===== src/sv/asr_pkg.sv =====
// Shared types and constants of the axis sum reduction block.
// Used by asr_ctrl and axis_sum_reduction_core; depends on nothing.
package asr_pkg;

  localparam int AXIS_W  = 17;
  localparam int INNER_W = 11;
  localparam int OUTER_W = 17;
  localparam int CFG_W   = 17;
  localparam int VAL_W   = 32;
  localparam int SUM_W   = 48;
  localparam int IDX_W   = 26;
  localparam int REG_W   = 2;

  localparam logic [AXIS_W-1:0]  AXIS_MAX  = 17'd65536;
  localparam logic [OUTER_W-1:0] OUTER_MAX = 17'd65536;

  typedef enum logic [REG_W-1:0] {
    REG_AXIS_LENGTH = 2'd0,
    REG_INNER_COUNT = 2'd1,
    REG_OUTER_COUNT = 2'd2
  } reg_index_t;

  // Per-element control produced by the position sequencer.
  typedef struct packed {
    logic             load;
    logic             emit;
    logic             last;
    logic [IDX_W-1:0] index;
  } item_ctl_t;

endpackage


===== src/sv/asr_ctrl.sv =====
// Configuration registers and tensor position counters.
// Depends on asr_pkg; feeds per-element control to the top level.
module asr_ctrl #(
  parameter int INNER_CAP = 1024,
  parameter int ADDR_W    = 10
) (
  input  logic                     clk,
  input  logic                     rst_n,
  input  logic                     cfg_we,
  input  logic [asr_pkg::REG_W-1:0] cfg_index,
  input  logic [asr_pkg::CFG_W-1:0] cfg_data,
  input  logic                     step,
  output asr_pkg::item_ctl_t       ctl,
  output logic [ADDR_W-1:0]        slot
);
  import asr_pkg::*;

  localparam logic [INNER_W-1:0] INNER_LIM = INNER_W'(INNER_CAP);

  logic [AXIS_W-1:0]  axis_len_r,  axis_len_nxt;
  logic [INNER_W-1:0] inner_cnt_r, inner_cnt_nxt;
  logic [OUTER_W-1:0] outer_cnt_r, outer_cnt_nxt;
  logic [AXIS_W-2:0]  axis_pos_r,  axis_pos_nxt;
  logic [INNER_W-1:0] inner_pos_r, inner_pos_nxt;
  logic [OUTER_W-2:0] outer_pos_r, outer_pos_nxt;
  logic [IDX_W-1:0]   result_idx_r, result_idx_nxt;

  logic [INNER_W-1:0] cfg_inner;
  logic               inner_end, axis_end, outer_end;

  assign cfg_inner = cfg_data[INNER_W-1:0];

  assign inner_end = (inner_pos_r + 11'd1) >= inner_cnt_r;
  assign axis_end  = ({1'b0, axis_pos_r} + 17'd1) >= axis_len_r;
  assign outer_end = ({1'b0, outer_pos_r} + 17'd1) >= outer_cnt_r;

  assign ctl.load  = (axis_pos_r == '0);
  assign ctl.emit  = axis_end;
  assign ctl.last  = outer_end && inner_end;
  assign ctl.index = result_idx_r;
  assign slot      = inner_pos_r[ADDR_W-1:0];

  always_comb begin
    axis_len_nxt   = axis_len_r;
    inner_cnt_nxt  = inner_cnt_r;
    outer_cnt_nxt  = outer_cnt_r;
    axis_pos_nxt   = axis_pos_r;
    inner_pos_nxt  = inner_pos_r;
    outer_pos_nxt  = outer_pos_r;
    result_idx_nxt = result_idx_r;
    if (cfg_we) begin
      // Zero acts as one and values above range saturate; a write to any of the three registers restarts.
      case (cfg_index)
        REG_AXIS_LENGTH: begin
          if (cfg_data == '0) begin
            axis_len_nxt = 17'd1;
          end else if (cfg_data > AXIS_MAX) begin
            axis_len_nxt = AXIS_MAX;
          end else begin
            axis_len_nxt = cfg_data;
          end
        end
        REG_INNER_COUNT: begin
          if (cfg_inner == '0) begin
            inner_cnt_nxt = 11'd1;
          end else if (cfg_inner > INNER_LIM) begin
            inner_cnt_nxt = INNER_LIM;
          end else begin
            inner_cnt_nxt = cfg_inner;
          end
        end
        REG_OUTER_COUNT: begin
          if (cfg_data == '0) begin
            outer_cnt_nxt = 17'd1;
          end else if (cfg_data > OUTER_MAX) begin
            outer_cnt_nxt = OUTER_MAX;
          end else begin
            outer_cnt_nxt = cfg_data;
          end
        end
        default: begin
        end
      endcase
      if (cfg_index == REG_AXIS_LENGTH || cfg_index == REG_INNER_COUNT ||
          cfg_index == REG_OUTER_COUNT) begin
        axis_pos_nxt   = '0;
        inner_pos_nxt  = '0;
        outer_pos_nxt  = '0;
        result_idx_nxt = '0;
      end
    end else if (step) begin
      if (axis_end) begin
        result_idx_nxt = result_idx_r + 26'd1;
      end
      if (inner_end) begin
        inner_pos_nxt = '0;
        if (axis_end) begin
          axis_pos_nxt = '0;
          if (outer_end) begin
            outer_pos_nxt  = '0;
            result_idx_nxt = '0;
          end else begin
            outer_pos_nxt = outer_pos_r + 16'd1;
          end
        end else begin
          axis_pos_nxt = axis_pos_r + 16'd1;
        end
      end else begin
        inner_pos_nxt = inner_pos_r + 11'd1;
      end
    end
  end

  always_ff @(posedge clk) begin
    if (!rst_n) begin
      axis_len_r   <= 17'd1;
      inner_cnt_r  <= 11'd1;
      outer_cnt_r  <= 17'd1;
      axis_pos_r   <= '0;
      inner_pos_r  <= '0;
      outer_pos_r  <= '0;
      result_idx_r <= '0;
    end else begin
      axis_len_r   <= axis_len_nxt;
      inner_cnt_r  <= inner_cnt_nxt;
      outer_cnt_r  <= outer_cnt_nxt;
      axis_pos_r   <= axis_pos_nxt;
      inner_pos_r  <= inner_pos_nxt;
      outer_pos_r  <= outer_pos_nxt;
      result_idx_r <= result_idx_nxt;
    end
  end

endmodule


===== config.mk =====
export PLATFORM = sky130hd
export DESIGN_NAME = asr_ctrl
export DESIGN_NICKNAME = d
export VERILOG_FILES = /design/src/sv/asr_pkg.sv /design/src/sv/asr_ctrl.sv
export SDC_FILE = /design/constraint.sdc
export NUM_CORES = 1
export LEC_CHECK = 0
export BUFFER_PORTS_ARGS = -buffer_cell sky130_fd_sc_hd__buf_4
export CORE_ASPECT_RATIO = 0.6
export CORE_UTILIZATION = 60
export DETAILED_ROUTE_END_ITERATION = 8
export GPL_TIMING_DRIVEN = 0
export PLACE_DENSITY = 0.8
export SLEW_MARGIN = 40
export SYNTH_ARGS = -nofsm -noshare
export SYNTH_HDL_FRONTEND = slang
export SYNTH_SLANG_ARGS = --single-unit

===== constraint.sdc =====
create_clock -name clk -period 5.6 [get_ports clk]
set_input_delay 1.12 -clock clk [delete_from_list [all_inputs] [get_ports clk]]
set_output_delay 1.12 -clock clk [all_outputs]
set_load 0.01 [all_outputs]

==> impl_metrics.env <==
export IMPL_ys_seq_area_share_pct=33.0
export IMPL_synth_edf_count=0
export IMPL_finalMaxSlewViolations=0
export IMPL_finalWeightedCongestion=0.944
export IMPL_route_antenna_remaining_nets=0
export IMPL_setup_viol=0
export IMPL_via_per_inst=6.40
export IMPL_async_reset_ff_share_pct=0
export IMPL_layout_cells_non_filler=1134
export IMPL_fin_crit_sh_pct=96.2
export IMPL_final_cell_mix="nand2_1 (117), dfxtp_1 (114), a21oi_1 (82)"
export IMPL_seqPwrFrac_pct=37.3
export IMPL_synth_top_area_share_pct=33.0
export IMPL_syn_nets=978
export IMPL_dominantRegCellSynth="dfxtp_1"
export IMPL_cp_required_ns=4.48
export IMPL_drt_iter0_drc=740
export IMPL_utilization_pct=75.2
export IMPL_combinationalPowerShare_pct=11.0
export IMPL_cts_sinks=114
export IMPL_die_area_um2=12000
export IMPL_cpMostUsedCell="buf_4"
export IMPL_cell_internal_pwr_uw=1630
export IMPL_critPathMaxFanout=19
export IMPL_cp_data_arrival_time_ns=4.27
export IMPL_grt_overflow_total=0
export IMPL_ys_ff_latch=114
export IMPL_grt_max_degree=20
export IMPL_firstDrtPassIters=6
export IMPL_io_buffers=60
export IMPL_rsz0062_at_grt="no"
export IMPL_initial_utilization_pct=63.5
export IMPL_die_w_um=141
export IMPL_place_inst=1104
export IMPL_cts_max_path_buffers=2
export IMPL_power_switching_uw=593
export IMPL_clkTransAtPathRegs_ns=0.05
export IMPL_period_needed_ns=5.39
export IMPL_place_area_um2=7540
export IMPL_pwr_share_clk_pct=51.8
export IMPL_avgSynthCellArea_um2=7.64
export IMPL_slowest_stage="or4_1"
export IMPL_cap_violations=0
export IMPL_num_vias=7254
export IMPL_grt_total_usage_pct=36.8
export IMPL_swShare_pct=26.7
export IMPL_grt_pass1_vias=6766
export IMPL_dp_slack_ns=0.431
export IMPL_grt_pass1_wl_mm=34.3
export IMPL_area_growth_pct=18.4
export IMPL_cts_tree="built"
export IMPL_status="complete, no violations"
export IMPL_synth_cell_types=59
export IMPL_finalHoldViolations=0
export IMPL_tns_ns=0
export IMPL_multi_input_area_um2=4170
export IMPL_root_buffer="clkbuf_16"
export IMPL_max_freq_mhz=186
export IMPL_dp_hpwl_mm=15.6
export IMPL_cp_start_kind="flip-flop"
export IMPL_hold_path_class="flip-flop to flip-flop"
export IMPL_worst_slew_pin_slew_ns=0.850
export IMPL_max_stage_delay_ns=0.55
export IMPL_fillers=821
export IMPL_ys_warn_count=0
export IMPL_num_antenna_cells=0
export IMPL_wire_per_inst_um=18.6
export IMPL_path_class="flip-flop to output port"
export IMPL_peakVddDrop_uv=220
export IMPL_layout_commonest_cell="nand2_1"
export IMPL_synthCells=905
export IMPL_core_um2=10900
export IMPL_synthTopCellsByArea="dfxtp_1 (33%), ha_1 (9.1%), nand2_1 (6.4%)"
export IMPL_setup_ws_ns=0.213
export IMPL_synth_largest_area_cell="dfxtp_1"
export IMPL_design_area_um2=8180
export IMPL_fin_skew_ns=0.0103
export IMPL_p_leak_uw=0.00324
export IMPL_h_tree_depth=4
export IMPL_nNetsFinal=1055
export IMPL_slew_limit_headroom_pct=42.8
export IMPL_antenna_found_initial=0
export IMPL_syn_area_um2=6910
export IMPL_rows=29
export IMPL_wirelength_mm=21.1
export IMPL_io_pins=62
export IMPL_insertion_delay_ns=0.43
export IMPL_area_sequential_um2=2280
export IMPL_end_kind="output port"
export IMPL_powerDensity_nw_per_um2=272
export IMPL_cts_made_buffers=17
export IMPL_dieHeight_um=85.1
export IMPL_drcViolationCount=0
export IMPL_path_cells="ha_2 -> nand4_1 -> or4_1 -> clkbuf_1 -> nor2_2 -> xor2_2 -> ha_1 -> nand4_1 -> or4_1 -> a21oi_1 -> a211oi_2 -> inv_2 -> buf_4 -> buf_4 -> buf_4"
export IMPL_drive_gt1_share_pct=13.1
## logic make-up (layout without fill, tap and decap cells)
group | Yosys count | count (layout) | share of synthesized area (%)
mux | 3 | 3 | 0.435
compound gates | 195 | 195 | 17.8
buf+inv | 116 | 206 | 7.10
simple gates | 393 | 393 | 28.2
flops | 114 | 114 | 33.0
xor+xnor | 34 | 34 | 4.31
fa+ha+maj | 50 | 50 | 9.05
## cell usage after synthesis (8+ instances only)
library cell	instances
xor2_1	14
a22oi_1	20
inv_1	54
xnor2_1	20
dfxtp_1	114
nor4_1	8
a21oi_1	82
nor3b_1	11
nand2_1	118
ha_1	50
nor2_1	78
nor2b_1	8
nand3b_1	9
a31oi_1	12
o21ai_0	29
buf_4	12
clkbuf_1	36
nand4_1	25
nand3_1	51
and3_1	14
buf_2	8
nor3_1	21
and2_1	12
## through the flow
step | hold slack (ns) | total power, uW
floorplan | 0.436 | 992
global placement | 0.445 | 1070
detailed placement | 0.449 | 1080
CTS | 0.456 | 2210
global route | 0.482 | 2280
finish | 0.458 | 2230
## power groups by stage
stage / clock network [uW] / logic [uW] / registers, uW
2_1_floorplan: 0 / 148 / 844
3_5_place_dp: 0 / 234 / 846
6_report: 1150 / 244 / 829
5_1_grt: 1190 / 261 / 830
3_3_place_gp: 0 / 226 / 846
4_1_cts: 1150 / 235 / 829
## worst max-delay path: cells and delay by family, from the launching register on
family | cells | cell delay, ns
XOR/XNOR | 1 | 0.12
adder cells (fa/ha/maj) | 2 | 0.58
buffers and inverters | 5 | 0.86
AND/OR/NAND/NOR | 5 | 1.59
flip-flops | 1 | 0.42
AO/OA/AOI/OAI | 2 | 0.25
## registers in the layout (all words and copies together) (netlist names)
signal / cells
axis_len_r: 17
axis_pos_r: 16
inner_cnt_r: 11
inner_pos_r: 11
outer_cnt_r: 17
outer_pos_r: 16
result_idx_r: 26
## cell type report
type                            count  share of cell area [%]
Buffer                             59                    3.39
Clock buffer                       21                    5.75
Timing Repair Buffer               60                    5.50
Tap cell                          139                    2.13
Inverter                           55                    2.52
Sequential cell                   114                    27.9
Clock inverter                     11                    1.85
Multi-Input combinational cell    675                    51.0
## path summary, 6_finish.rpt
check	startpoint	end	slack [ns]	cells after the start
setup reg to reg	inner_pos_r[0]	result_idx_r[14]	0.98	14
hold / removal	axis_len_r[12]	axis_len_r[12]	0.46	2
setup / recovery	axis_pos_r[0]	ctl[27]	0.21	15
hold reg to reg	axis_len_r[12]	axis_len_r[12]	0.46	2
## metal layers
metal | part of all wire [%] | track usage (%) | up-vias
li1 | - | - | 3347
met4 | 1.9 | 13.9 | 0
met2 | 44 | 56.2 | 417
met1 | 44 | 50.5 | 3435
met3 | 10 | 9.03 | 55
met5 | 0 | 0 | -
## repair_timing
action,in CTS,in global routing
setup buffers,0,0
endpoints found under the setup margin,1,2
resized for setup,1,7
pin swaps,0,0
hold endpoints to repair,0,0
hold buffers,0,0
No activity file was read; power rests on OpenSTA's default activity.
